**src/design/serial_frame_deframer_core_macros.svh**
```systemverilog
// ----------------------------------------------------------------------------
// Serial frame deframer assertion macros
// Checks used by the deframer top level. Each macro compiles away when SYNTH
// is defined.
// ----------------------------------------------------------------------------
`ifndef SERIAL_FRAME_DEFRAMER_CORE_MACROS_SVH
`define SERIAL_FRAME_DEFRAMER_CORE_MACROS_SVH

`ifndef SYNTH
// The consequent must hold in the same cycle as the antecedent.
`define SFD_ASSERT_SAME(label, clk, rst_n, ante, cons) \
    label: assert property (@(posedge clk) disable iff (!(rst_n)) (ante) |-> (cons)) \
        else $error("deframer check failed");
// The consequent must hold in the cycle after the antecedent.
`define SFD_ASSERT_NEXT(label, clk, rst_n, ante, cons) \
    label: assert property (@(posedge clk) disable iff (!(rst_n)) (ante) |=> (cons)) \
        else $error("deframer check failed");
`else
`define SFD_ASSERT_SAME(label, clk, rst_n, ante, cons)
`define SFD_ASSERT_NEXT(label, clk, rst_n, ante, cons)
`endif

`endif

```
**src/design/sfd_pkg.sv**
```systemverilog
// ----------------------------------------------------------------------------
// Serial frame deframer package
// Word types, configuration type, parser phases, field kinds and register map.
// ----------------------------------------------------------------------------
package sfd_pkg;

    // Field kinds reported with every echoed byte.
    localparam logic [2:0] KIND_DROP    = 3'd0;
    localparam logic [2:0] KIND_FLAG    = 3'd1;
    localparam logic [2:0] KIND_SOURCE  = 3'd2;
    localparam logic [2:0] KIND_REMOTE  = 3'd3;
    localparam logic [2:0] KIND_LENGTH  = 3'd4;
    localparam logic [2:0] KIND_PAYLOAD = 3'd5;
    localparam logic [2:0] KIND_CRC     = 3'd6;

    // Register indexes (byte address is four times the index).
    localparam logic [1:0] REG_BEGIN_FLAG  = 2'd0;
    localparam logic [1:0] REG_ESCAPE_FLAG = 2'd1;
    localparam logic [1:0] REG_GAP_TIMEOUT = 2'd2;

    // Register reset values.
    localparam logic [7:0] BEGIN_FLAG_RST  = 8'h7E;
    localparam logic [7:0] ESCAPE_FLAG_RST = 8'h7D;
    localparam logic [7:0] GAP_TIMEOUT_RST = 8'd5;

    // Number of CRC bytes after which a frame is complete.
    localparam logic [1:0] CRC_BYTES = 2'd2;

    // Position of the parser within a frame.
    typedef enum logic [2:0] {
        PH_FLAG    = 3'd0,
        PH_SOURCE  = 3'd1,
        PH_REMOTE  = 3'd2,
        PH_LENGTH  = 3'd3,
        PH_PAYLOAD = 3'd4,
        PH_CRC     = 3'd5
    } t_phase;

    typedef struct packed {
        logic [7:0] data_byte;
        logic [7:0] idle_ms;
    } t_in_word;

    typedef struct packed {
        logic [7:0]  out_byte;
        logic [2:0]  field_kind;
        logic        frame_done;
        logic        frame_abort;
        logic [7:0]  frame_source;
        logic [7:0]  frame_remote;
        logic [15:0] frame_length;
    } t_out_word;

    typedef struct packed {
        logic [7:0] begin_flag;
        logic [7:0] escape_flag;
        logic [7:0] gap_timeout_ms;
    } t_cfg;

endpackage

```
**src/design/sfd_parser.sv**
```systemverilog
// ----------------------------------------------------------------------------
// Serial frame deframer parser
// Holds the frame state and classifies one accepted byte per cycle.
// ----------------------------------------------------------------------------
module sfd_parser
    import sfd_pkg::*;
(
    input  logic      i_clk,
    input  logic      i_rst_n,
    input  logic      i_accept,
    input  t_in_word  i_word,
    input  t_cfg      i_cfg,
    output t_out_word o_result
);

    t_phase      r_phase,        n_phase;
    logic [7:0]  r_source,       n_source;
    logic [7:0]  r_remote,       n_remote;
    logic [15:0] r_length,       n_length;
    logic        r_len_low,      n_len_low;
    logic [15:0] r_payload_seen, n_payload_seen;
    logic [1:0]  r_crc_seen,     n_crc_seen;

    t_phase      cur_phase;
    logic        cur_len_low;
    logic        timeout;
    logic [15:0] seen_inc;
    logic [1:0]  crc_inc;
    logic [2:0]  kind;
    logic        done;
    logic        abort;

    // Frame state; all of it is control and clears on reset.
    always_ff @(posedge i_clk) begin
        if (!i_rst_n) begin
            r_phase        <= PH_FLAG;
            r_source       <= '0;
            r_remote       <= '0;
            r_length       <= '0;
            r_len_low      <= 1'b0;
            r_payload_seen <= '0;
            r_crc_seen     <= '0;
        end else if (i_accept) begin
            r_phase        <= n_phase;
            r_source       <= n_source;
            r_remote       <= n_remote;
            r_length       <= n_length;
            r_len_low      <= n_len_low;
            r_payload_seen <= n_payload_seen;
            r_crc_seen     <= n_crc_seen;
        end
    end

    // Timeout check first, then parse the byte at the resulting phase.
    always_comb begin
        timeout        = i_word.idle_ms > i_cfg.gap_timeout_ms;
        abort          = timeout && (r_phase != PH_FLAG);
        cur_phase      = timeout ? PH_FLAG : r_phase;
        cur_len_low    = timeout ? 1'b0 : r_len_low;
        seen_inc       = r_payload_seen + 16'd1;
        crc_inc        = r_crc_seen + 2'd1;

        n_phase        = cur_phase;
        n_source       = r_source;
        n_remote       = r_remote;
        n_length       = r_length;
        n_len_low      = cur_len_low;
        n_payload_seen = r_payload_seen;
        n_crc_seen     = r_crc_seen;
        kind           = KIND_DROP;
        done           = 1'b0;

        unique case (cur_phase)
            PH_FLAG: begin
                if (i_word.data_byte == i_cfg.begin_flag ||
                    i_word.data_byte == i_cfg.escape_flag) begin
                    kind    = KIND_FLAG;
                    n_phase = PH_SOURCE;
                end
            end
            PH_SOURCE: begin
                kind     = KIND_SOURCE;
                n_source = i_word.data_byte;
                n_phase  = PH_REMOTE;
            end
            PH_REMOTE: begin
                kind     = KIND_REMOTE;
                n_remote = i_word.data_byte;
                n_phase  = PH_LENGTH;
            end
            PH_LENGTH: begin
                kind = KIND_LENGTH;
                if (!cur_len_low) begin
                    n_length  = {8'd0, i_word.data_byte};
                    n_len_low = 1'b1;
                end else begin
                    n_length       = {i_word.data_byte, r_length[7:0]};
                    n_len_low      = 1'b0;
                    n_payload_seen = '0;
                    n_phase        = PH_PAYLOAD;
                end
            end
            PH_PAYLOAD: begin
                // A zero length still ends after the first payload byte.
                kind           = KIND_PAYLOAD;
                n_payload_seen = seen_inc;
                if (seen_inc >= r_length) begin
                    n_crc_seen = '0;
                    n_phase    = PH_CRC;
                end
            end
            PH_CRC: begin
                kind       = KIND_CRC;
                n_crc_seen = crc_inc;
                if (crc_inc >= CRC_BYTES) begin
                    done    = 1'b1;
                    n_phase = PH_FLAG;
                end
            end
            default: begin
                // Unused phase codes fall back to waiting for a flag.
                n_phase   = PH_FLAG;
                n_len_low = 1'b0;
            end
        endcase

        o_result.out_byte     = i_word.data_byte;
        o_result.field_kind   = kind;
        o_result.frame_done   = done;
        o_result.frame_abort  = abort;
        o_result.frame_source = n_source;
        o_result.frame_remote = n_remote;
        o_result.frame_length = n_length;
    end

endmodule

```
**src/design/serial_frame_deframer_core.sv**
```systemverilog
// ----------------------------------------------------------------------------
// Serial frame deframer core
// Each accepted byte is classified in the cycle it is taken and its result
// word is placed in a two-entry output buffer. A byte can be accepted every
// cycle, one word per cycle sustained; each result word is registered in the
// buffer. Input stalls only when both output entries are full.
// ----------------------------------------------------------------------------
module serial_frame_deframer_core
    import sfd_pkg::*;
(
    input  logic        i_clk,
    input  logic        i_rst_n,
    // Byte input channel.
    input  logic        i_in_valid,
    output logic        o_in_ready,
    input  t_in_word    i_in_data,
    // Result output channel.
    output logic        o_out_valid,
    input  logic        i_out_ready,
    output t_out_word   o_out_data,
    // Configuration port.
    input  logic        psel,
    input  logic        penable,
    input  logic        pwrite,
    input  logic [3:0]  paddr,
    input  logic [31:0] pwdata,
    output logic [31:0] prdata,
    output logic        pready
);

`include "serial_frame_deframer_core_macros.svh"

    t_cfg      r_cfg;
    t_out_word result;
    t_out_word r_out;
    t_out_word r_skid;
    logic      r_out_valid;
    logic      r_skid_valid;
    logic      in_accept;
    logic      out_pop;
    logic      cfg_write;
    logic [1:0] reg_idx;
    logic      chk_done;
    logic      chk_abort;
    logic      chk_kind_crc;
    logic      chk_kind_start;

    assign pready    = 1'b1;
    assign reg_idx   = paddr[3:2];
    assign cfg_write = psel && penable && pwrite;

    // Configuration registers.
    always_ff @(posedge i_clk) begin
        if (!i_rst_n) begin
            r_cfg.begin_flag     <= BEGIN_FLAG_RST;
            r_cfg.escape_flag    <= ESCAPE_FLAG_RST;
            r_cfg.gap_timeout_ms <= GAP_TIMEOUT_RST;
        end else if (cfg_write) begin
            unique case (reg_idx)
                REG_BEGIN_FLAG:  r_cfg.begin_flag     <= pwdata[7:0];
                REG_ESCAPE_FLAG: r_cfg.escape_flag    <= pwdata[7:0];
                REG_GAP_TIMEOUT: r_cfg.gap_timeout_ms <= pwdata[7:0];
                default: begin
                end
            endcase
        end
    end

    // Register read-back.
    always_comb begin
        unique case (reg_idx)
            REG_BEGIN_FLAG:  prdata = {24'd0, r_cfg.begin_flag};
            REG_ESCAPE_FLAG: prdata = {24'd0, r_cfg.escape_flag};
            REG_GAP_TIMEOUT: prdata = {24'd0, r_cfg.gap_timeout_ms};
            default:         prdata = '0;
        endcase
    end

    // Byte classification and frame state.
    sfd_parser u_parser (
        .i_clk    (i_clk),
        .i_rst_n  (i_rst_n),
        .i_accept (in_accept),
        .i_word   (i_in_data),
        .i_cfg    (r_cfg),
        .o_result (result)
    );

    assign o_in_ready  = !r_skid_valid;
    assign in_accept   = i_in_valid && o_in_ready;
    assign out_pop     = r_out_valid && i_out_ready;
    assign o_out_valid = r_out_valid;
    assign o_out_data  = r_out;

    // Output buffer: main word plus one skid word.
    always_ff @(posedge i_clk) begin
        if (!i_rst_n) begin
            r_out_valid  <= 1'b0;
            r_skid_valid <= 1'b0;
        end else if (in_accept) begin
            if (!r_out_valid || out_pop) begin
                r_out_valid <= 1'b1;
            end else begin
                r_skid_valid <= 1'b1;
            end
        end else if (out_pop) begin
            if (r_skid_valid) begin
                r_skid_valid <= 1'b0;
            end else begin
                r_out_valid <= 1'b0;
            end
        end
    end

    // Output buffer payload.
    always_ff @(posedge i_clk) begin
        if (in_accept) begin
            if (!r_out_valid || out_pop) begin
                r_out <= result;
            end else begin
                r_skid <= result;
            end
        end else if (out_pop && r_skid_valid) begin
            r_out <= r_skid;
        end
    end

    // Terms used by the checks below.
    assign chk_done       = r_out_valid && r_out.frame_done;
    assign chk_abort      = r_out_valid && r_out.frame_abort;
    assign chk_kind_crc   = r_out.field_kind == KIND_CRC;
    assign chk_kind_start = r_out.field_kind == KIND_DROP || r_out.field_kind == KIND_FLAG;

    // Checks on buffer occupancy and result consistency.
    `SFD_ASSERT_SAME(a_skid_needs_main, i_clk, i_rst_n, r_skid_valid, r_out_valid)
    `SFD_ASSERT_SAME(a_done_on_crc, i_clk, i_rst_n, chk_done, chk_kind_crc)
    `SFD_ASSERT_SAME(a_abort_kind, i_clk, i_rst_n, chk_abort, chk_kind_start)
    `SFD_ASSERT_NEXT(a_full_stalls, i_clk, i_rst_n, r_skid_valid && !i_out_ready, r_skid_valid)

endmodule
```
**config.mk**
```make
export PLATFORM = sky130hd
export DESIGN_NAME = serial_frame_deframer_core
export DESIGN_NICKNAME = d
export VERILOG_FILES = /design/src/design/sfd_pkg.sv /design/src/design/sfd_parser.sv /design/src/design/serial_frame_deframer_core.sv
export VERILOG_INCLUDE_DIRS = /design/src /design/src/design
export SDC_FILE = /design/constraint.sdc
export NUM_CORES = 1
export LEC_CHECK = 0
export BUFFER_PORTS_ARGS = -buffer_cell sky130_fd_sc_hd__buf_2
export CAP_MARGIN = 20
export CORE_MARGIN = 8
export CORE_UTILIZATION = 29
export DETAILED_ROUTE_END_ITERATION = 8
export GPL_TIMING_DRIVEN = 0
export HOLD_SLACK_MARGIN = 0.08
export MAX_ROUTING_LAYER = met4
export PLACE_DENSITY = 0.47
export SLEW_MARGIN = 20
export SYNTH_ARGS = -nofsm -noshare
export SYNTH_HDL_FRONTEND = slang
export SYNTH_SLANG_ARGS = --single-unit
```
**constraint.sdc**
```tcl
create_clock -name i_clk -period 3.8 [get_ports i_clk]
set_input_delay 0.19 -clock i_clk [delete_from_list [all_inputs] [get_ports i_clk]]
set_output_delay 0.19 -clock i_clk [all_outputs]
set_load 0.1 [all_outputs]
```
======== After elaboration in Yosys (flattened, before gate mapping) ========
Index checks and enable logic that the tools add are counted.
storage, ports and cells
  flip-flop bits (word level) ............. 170
  bits of input ports ..................... 59
  output and inout port bits .............. 80
  word-level logic and storage cells ...... 105
operators by class
  $add $sub $neg .......................... 2
  magnitude comparators ................... 3
  equal/unequal tests ..................... 14
  multiplexer cells ....................... 32
  bitwise logic cells ..................... 1
  reduce and logical (&&, ||, !) cells .... 27
operator list
  cell                                            number
  2-to-1 mux 45 bit                               3
  2-to-1 mux 16 bit                               3
  one-hot mux 3 bit (6 select lines)              2
  one-hot mux 16 bit (2 select lines)             1
  one-hot mux 8 bit (3 select lines)              1
  adder 16 x 1 -> 16 bit (second input constant)  1
  == test 8 bit                                   2
  >= comparator 16 bit                            1
  2-to-1 mux 8 bit                                2
  2-to-1 mux 3 bit                                5
  2-to-1 mux 1 bit                                12
  AND reduction 2 bit                             6
  AND reduction 3 bit                             3
  > comparator 8 bit                              1
  != test 2 x 1 -> 1 bit (second input constant)  4
  nonzero test 2 bit                              4
  == test 3 x 2 -> 1 bit (second input constant)  2
  == test 3 bit (second input constant)           2
  logical AND 1 bit                               6
  OR reduction 5 bit                              1
  one-hot mux 2 bit (2 select lines)              1
  == test 3 x 1 -> 1 bit (second input constant)  1
  logical NOT 3 bit                               1
  nonzero test 3 bit                              1
  other kinds (11)                                13

======== Depth between registers and ports, before layout ========
  depth in word-level cells ............... 6
  gate-level depth with buffers ........... 14

======== Cells and area by module ========
A second synthesis with hierarchy kept.
second synthesis, totals
  cells, all modules ...................... 805
  area, all modules ....................... 8,841.0 µm²
by module, submodules not included
  module                      instances  cells an instance  area an instance (µm²)  seq. area each (µm²)
  serial_frame_deframer_core  1          307                4,704.5                 3,223.1
  sfd_parser                  1          498                4,136.5                 1,081.0

======== Worst setup path after synthesis ========
No wires, ideal clock.
  kind .................................... reg-to-reg
  start point ............................. register r_skid_valid
  end point ............................... register r_out (netlist bit o_out_data[0]), enable pin
  library setup time ...................... 0.462 ns
  arrival time ............................ 3.559 ns
  required time ........................... 3.338 ns
  path slack .............................. -0.221 ns
  cell stages (with the launch flop) ...... 7
  path through ............................ dfxtp_1 -> nor2b_1 -> clkbuf_1 -> clkbuf_1 -> clkbuf_1 -> a21oi_1 -> a21oi_1
on the way
  word-level cells in the longest chain between the ends .. 4
  elaborated cells on any way between the ends .. 6
  classes of those cells .................. eq/ne: 1; reduce/logical: 5
ends and longest elaborated chain
  what                                                                           line                               RTL
  start: declaration                                                             serial_frame_deframer_core.sv:38   logic r_skid_valid;
  start signal: assignment                                                       serial_frame_deframer_core.sv:99   r_skid_valid <= 1'b0;
  start signal: assignment                                                       serial_frame_deframer_core.sv:104  r_skid_valid <= 1'b1;
  start signal: assignment                                                       serial_frame_deframer_core.sv:108  r_skid_valid <= 1'b0;
  logical NOT 1 bit                                                              serial_frame_deframer_core.sv:89   assign o_in_ready = !r_skid_valid;
  logical AND 1 bit                                                              serial_frame_deframer_core.sv:90   assign in_accept = i_in_valid && o_in_ready;
  != test 2 x 1 -> 1 bit (no source line) or nonzero test 2 bit (tied branches)  -
  AND reduction 2 bit (no source line) *                                         -
  end signal: assignment                                                         serial_frame_deframer_core.sv:119  r_out <= result;
  end signal: assignment                                                         serial_frame_deframer_core.sv:124  r_out <= r_skid;
  end: declaration                                                               serial_frame_deframer_core.sv:35   t_out_word r_out;
Mark *: on every way between the ends. The rest lies on a longest branch, timed or not.
A chain may end at the register's enable or synchronous reset.

======== Worst setup path in the final report ========
  start point ............................. register u_parser.r_payload_seen[0]
  end point ............................... register u_parser.r_crc_seen[1]
on the way
  word-level cells in the longest chain between the ends .. 4
ends and longest elaborated chain
  what                                     line               RTL
  start: declaration                       sfd_parser.sv:21   logic [15:0] r_payload_seen, n_payload_seen;
  start signal: assignment                 sfd_parser.sv:49   r_payload_seen <= n_payload_seen;
  adder 16 x 1 -> 16 bit                   sfd_parser.sv:60   seen_inc = r_payload_seen + 16'd1;
  >= comparator 16 bit                     sfd_parser.sv:107  if (seen_inc >= r_length) begin
  != test 2 x 1 -> 1 bit (no source line)  -
  AND reduction 3 bit (no source line)     -
  end signal: assignment                   sfd_parser.sv:50   r_crc_seen <= n_crc_seen;
  end: declaration                         sfd_parser.sv:22   logic [1:0] r_crc_seen, n_crc_seen;
Every way passes these cells.

==> reports/summary.md <==
The flow ran to the end, and the final reports show no timing, DRC or antenna violations. Dominant cell type by count on the critical path: sky130_fd_sc_hd__ha_1. Cell with the biggest individual delay on the critical path: sky130_fd_sc_hd__dfxtp_1. The die height was 184 um; the max-cap check violation count was 0. In this run the critical register-to-register path is captured at u_parser.r_crc_seen[1].

At the later pin of the worst-skew pair, clock insertion delay measures 430 ps. The final weighted congestion in routability-driven placement was 0.834. The tools report the global-route track usage on met1 as 0.167. For this run the aggregate overflow at the end of global routing stands at 0.

The worst path buffer plus inverter count is 1. The tools report the critical hold path startpoint as i_rst_n. The setup violation total in the final timing report is 0. The worst-case setup margin in the final layout is 519 ps. Counting every instance in the synthesized netlist gives 760.

In this run, synthesis inferred 90 flip-flops with an integrated enable. The register bit count reported by yosys works out to 170. STA puts the critical path data arrival time at 3640 ps.

Yosys printed 0 warnings. At the pin with the least slew margin, the transition time is 1050 ps. The wire length of the first global-routing pass is 33000 um, and the area growth from synthesis to final layout is 22.4%.

The quantity of I/O buffers inserted on ports is 87, and the worst path required time is 4160 ps. The logs give 170 for the number of clock sinks and 0.0340 sq mm for the area of the die. In this run the deepest clock path goes through 2 buffers.

The tools report the overall via count from detail_route as 5801. Between clock sinks in the finished design, the worst skew comes to 12.4 ps. The initial cell density of the core was 0.295.

Fraction of met3 tracks used by global routing: 0.0228. In the routed layout, each cell is associated on average with a via count of 4.46. Total power density per cell area: 452 mW/mm^2. The setup check on the worst reg-to-reg path leaves a slack of 520 ps.

Clock-pin slew was measured on the worst setup and hold paths at 70 ps. The cell depth of the worst min-delay path works out to 3. On the critical path the largest part of the delay comes from compound AO/OA/AOI/OAI gates.

The number of primary I/O pins was 139. The sequential share of the synthesized area came out at 0.524. The largest total area in the synthesized netlist belongs to sky130_fd_sc_hd__edfxtp_1. For the placement row count, the log shows 61. In this run the worst hold path is classified as input port to register. The number of cell instances on the worst register-to-register path is 13, and the headroom to the max-slew limit is 0.297. The master cell of the clock root buffer is sky130_fd_sc_hd__clkbuf_16. The area of the core is 0.0279 sq mm, and the mean routed wirelength per cell is 15.9 um.

CTS built an H-tree with a depth of 4. The worst hold path terminates at u_parser.r_crc_seen[0]. The run gives 0.00822 sq mm as the area of the mapped netlist. The ratio of cells with drive above 1 in the final layout is 0.251, and the highest fanout seen on the critical path is 6. The final period utilization is 0.863.

The run gives 17 as the number of buffers added by the clock tree synthesis step. For this run, the top clock speed supported by timing is 305 MHz. The tools report the number of antenna violations at the first check in global routing as 1. For the overall routing resource usage, the log shows 0.129.

From left edge to right edge, the die measures 184 um. Number of hold violations in the final report: 0. The detail route stage leaves a number of antenna-violating nets equal to 0. Final wirelength: 20700 um. By count the netlist is led by sky130_fd_sc_hd__nand2_1 (112), sky130_fd_sc_hd__edfxtp_1 (90), sky130_fd_sc_hd__dfxtp_1 (80). The number of max-slew violations in the final report came out at 0. TritonCTS built the clock tree. Averaged over all synthesized cells, the footprint is 10.8 sq um.

After synthesis, the netlist uses 56 different library cells. The share of Yosys cell area claimed by the top area cell type came out at 0.329. The class of the most critical setup path was register to register. Timing analysis after detailed placement gives a worst setup slack of 236 ps. For this block, the initial DRC count from the detailed router was 284. STA classifies the critical path endpoint as a register.

After detailed routing, the number of remaining DRC violations is 0. The minimum hold slack is 205 ps. The run gives 993 as the number of nets at the end of the flow. The logs give 0.201 for the met2 capacity usage during global routing and 0 for the buffers inserted during post-CTS setup optimization. In this run the static leakage power is 4.00 nW. After legalization and detailed placement, the total HPWL measured 15000 um. The tools report the pin count of the biggest net entering global routing as 46. Ranked by total cell area, the synthesized netlist is headed by sky130_fd_sc_hd__edfxtp_1 (33%), sky130_fd_sc_hd__dfxtp_1 (19%), sky130_fd_sc_hd__mux2_2 (8.1%). The post-layout minimum cycle time is 3280 ps. The tools report the launch point of the worst reg-to-reg path as u_parser.r_payload_seen[0].

Power comes to 4.55 mW. After global routing, the most crowded layer is met2. The most common cell in the synthesized netlist is sky130_fd_sc_hd__nand2_1. Setup repair after global routing left no endpoint under its margin.

Walking the worst path, the cells encountered are ha_1, nand2_1, nor3_1, and3_1, clkbuf_1, xor2_1, ha_1, a21oi_1, o221ai_1, a211oi_1, o31ai_2, o21ai_0, a32o_1. The logs give 6 for the number of detailed-route iterations in the first pass and 327 uV for the largest vdd supply drop. The most used flip-flop cell after synthesis is sky130_fd_sc_hd__edfxtp_1. For this run, the slowest stage of the critical path takes 420 ps.

The via count of the first global-routing pass is 5866, and the share of synthesized registers carrying an async set or reset is 0. The worst setup path is launched from a register.
[final cells by class]
| class | count | area, sq um |
|---|---|---|
| diodes | 1 | 2.50 |
| multi-input cells | 518 | 3550 |
| repair buffers | 107 | 658 |
| inverters | 27 | 101 |
| plain buffers | 68 | 374 |
| flip-flops and latches | 170 | 4300 |
| clock inverters | 13 | 156 |
| clock buffers | 19 | 443 |
| fillers | 2817 | 17800 |
| well taps | 378 | 473 |
[metal layers]
layer	vias up	wire [um]
li1	2950	-
met1	2721	10100
met2	109	9570
met3	21	749
met4	0	347
met5	-	0
[repair_timing]
action | in CTS | in global routing
endpoints found under the setup margin | 0 | 2
hold buffers | 18 | 0
gates resized for setup | 0 | 1
hold endpoints to repair | 32 | 0
[logic make-up (layout without fill, tap and decap cells)]
| logic type | Yosys count | count (layout) | synth area share |
|---|---|---|---|
| AND/OR/NAND/NOR | 236 | 236 | 0.138 |
| XOR/XNOR | 31 | 31 | 0.0330 |
| flip-flops | 170 | 170 | 0.524 |
| multiplexers | 91 | 91 | 0.120 |
| AO/OA/AOI/OAI | 110 | 110 | 0.0887 |
| other | 2 | 26 | 0.000914 |
| adder cells (fa/ha/maj) | 25 | 25 | 0.0381 |
| buffers and inverters | 95 | 234 | 0.0578 |
[worst min-delay path, cell delays in order]
cell and delay, ps:
sky130_fd_sc_hd__buf_2 120, sky130_fd_sc_hd__and4b_1 190, sky130_fd_sc_hd__a31o_2 90
[registers in the layout, indices dropped and copies added (netlist names)]
register / count
u_parser.r_source: 8
u_parser.r_len_low: 1
r_skid_valid: 1
r_cfg: 24
u_parser.r_phase: 3
u_parser.r_remote: 8
o_out_data: 45
u_parser.r_crc_seen: 2
r_skid: 45
u_parser.r_payload_seen: 16
o_out_valid: 1
u_parser.r_length: 16
[placed cells by master, fill, tap and decap left out, types with 18 or more instances in the layout]
cell type | Yosys | final
sky130_fd_sc_hd__dfxtp_1 | 80 | 80
sky130_fd_sc_hd__o21ai_0 | 34 | 34
sky130_fd_sc_hd__mux2_2 | 59 | 59
sky130_fd_sc_hd__nor2_1 | 22 | 22
sky130_fd_sc_hd__ha_1 | 25 | 25
sky130_fd_sc_hd__buf_4 | 26 | 26
sky130_fd_sc_hd__dlygate4sd3_1 | 0 | 18
sky130_fd_sc_hd__buf_2 | 11 | 98
sky130_fd_sc_hd__conb_1 | 2 | 25
sky130_fd_sc_hd__clkbuf_1 | 27 | 28
sky130_fd_sc_hd__nand3_1 | 37 | 37
sky130_fd_sc_hd__nand2_1 | 112 | 112
sky130_fd_sc_hd__mux2i_1 | 31 | 31
sky130_fd_sc_hd__xnor2_1 | 25 | 25
sky130_fd_sc_hd__edfxtp_1 | 90 | 90
sky130_fd_sc_hd__nor2b_1 | 21 | 21
sky130_fd_sc_hd__inv_1 | 27 | 27
sky130_fd_sc_hd__a21oi_1 | 19 | 18
[stage by stage]
step	area, sq um	setup TNS (ps)	utilization	cells
2_1_floorplan	8310	0	-	783
3_3_place_gp	9220	-22670	0.331	1248
3_5_place_dp	9270	0	0.333	1250
4_1_cts	10100	0	0.361	1300
5_1_grt	10100	0	0.361	1301
6_report	10100	0	0.361	1301
[how the worst max path moves through the flow]
stage / cells past startpoint / startpoint / to
global route: 13 / u_parser.r_payload_seen[0] / u_parser.r_crc_seen[1]
CTS: 13 / u_parser.r_payload_seen[0] / u_parser.r_crc_seen[1]
floorplan: 4 / paddr[2] / prdata[5]
global placement: 6 / r_skid_valid / o_out_data[0]
finish: 13 / u_parser.r_payload_seen[0] / u_parser.r_crc_seen[1]
detailed placement: 13 / u_parser.r_payload_seen[0] / u_parser.r_crc_seen[1]
[report_power, final]
group	leakage, nW	internal (mW)	switching (mW)
sequential	1.51	1.99	0.0189
clock	0.293	1.01	0.770
combinational	2.20	0.147	0.614
total	4.00	3.14	1.40
No activity file was read; power rests on OpenSTA's default activity.
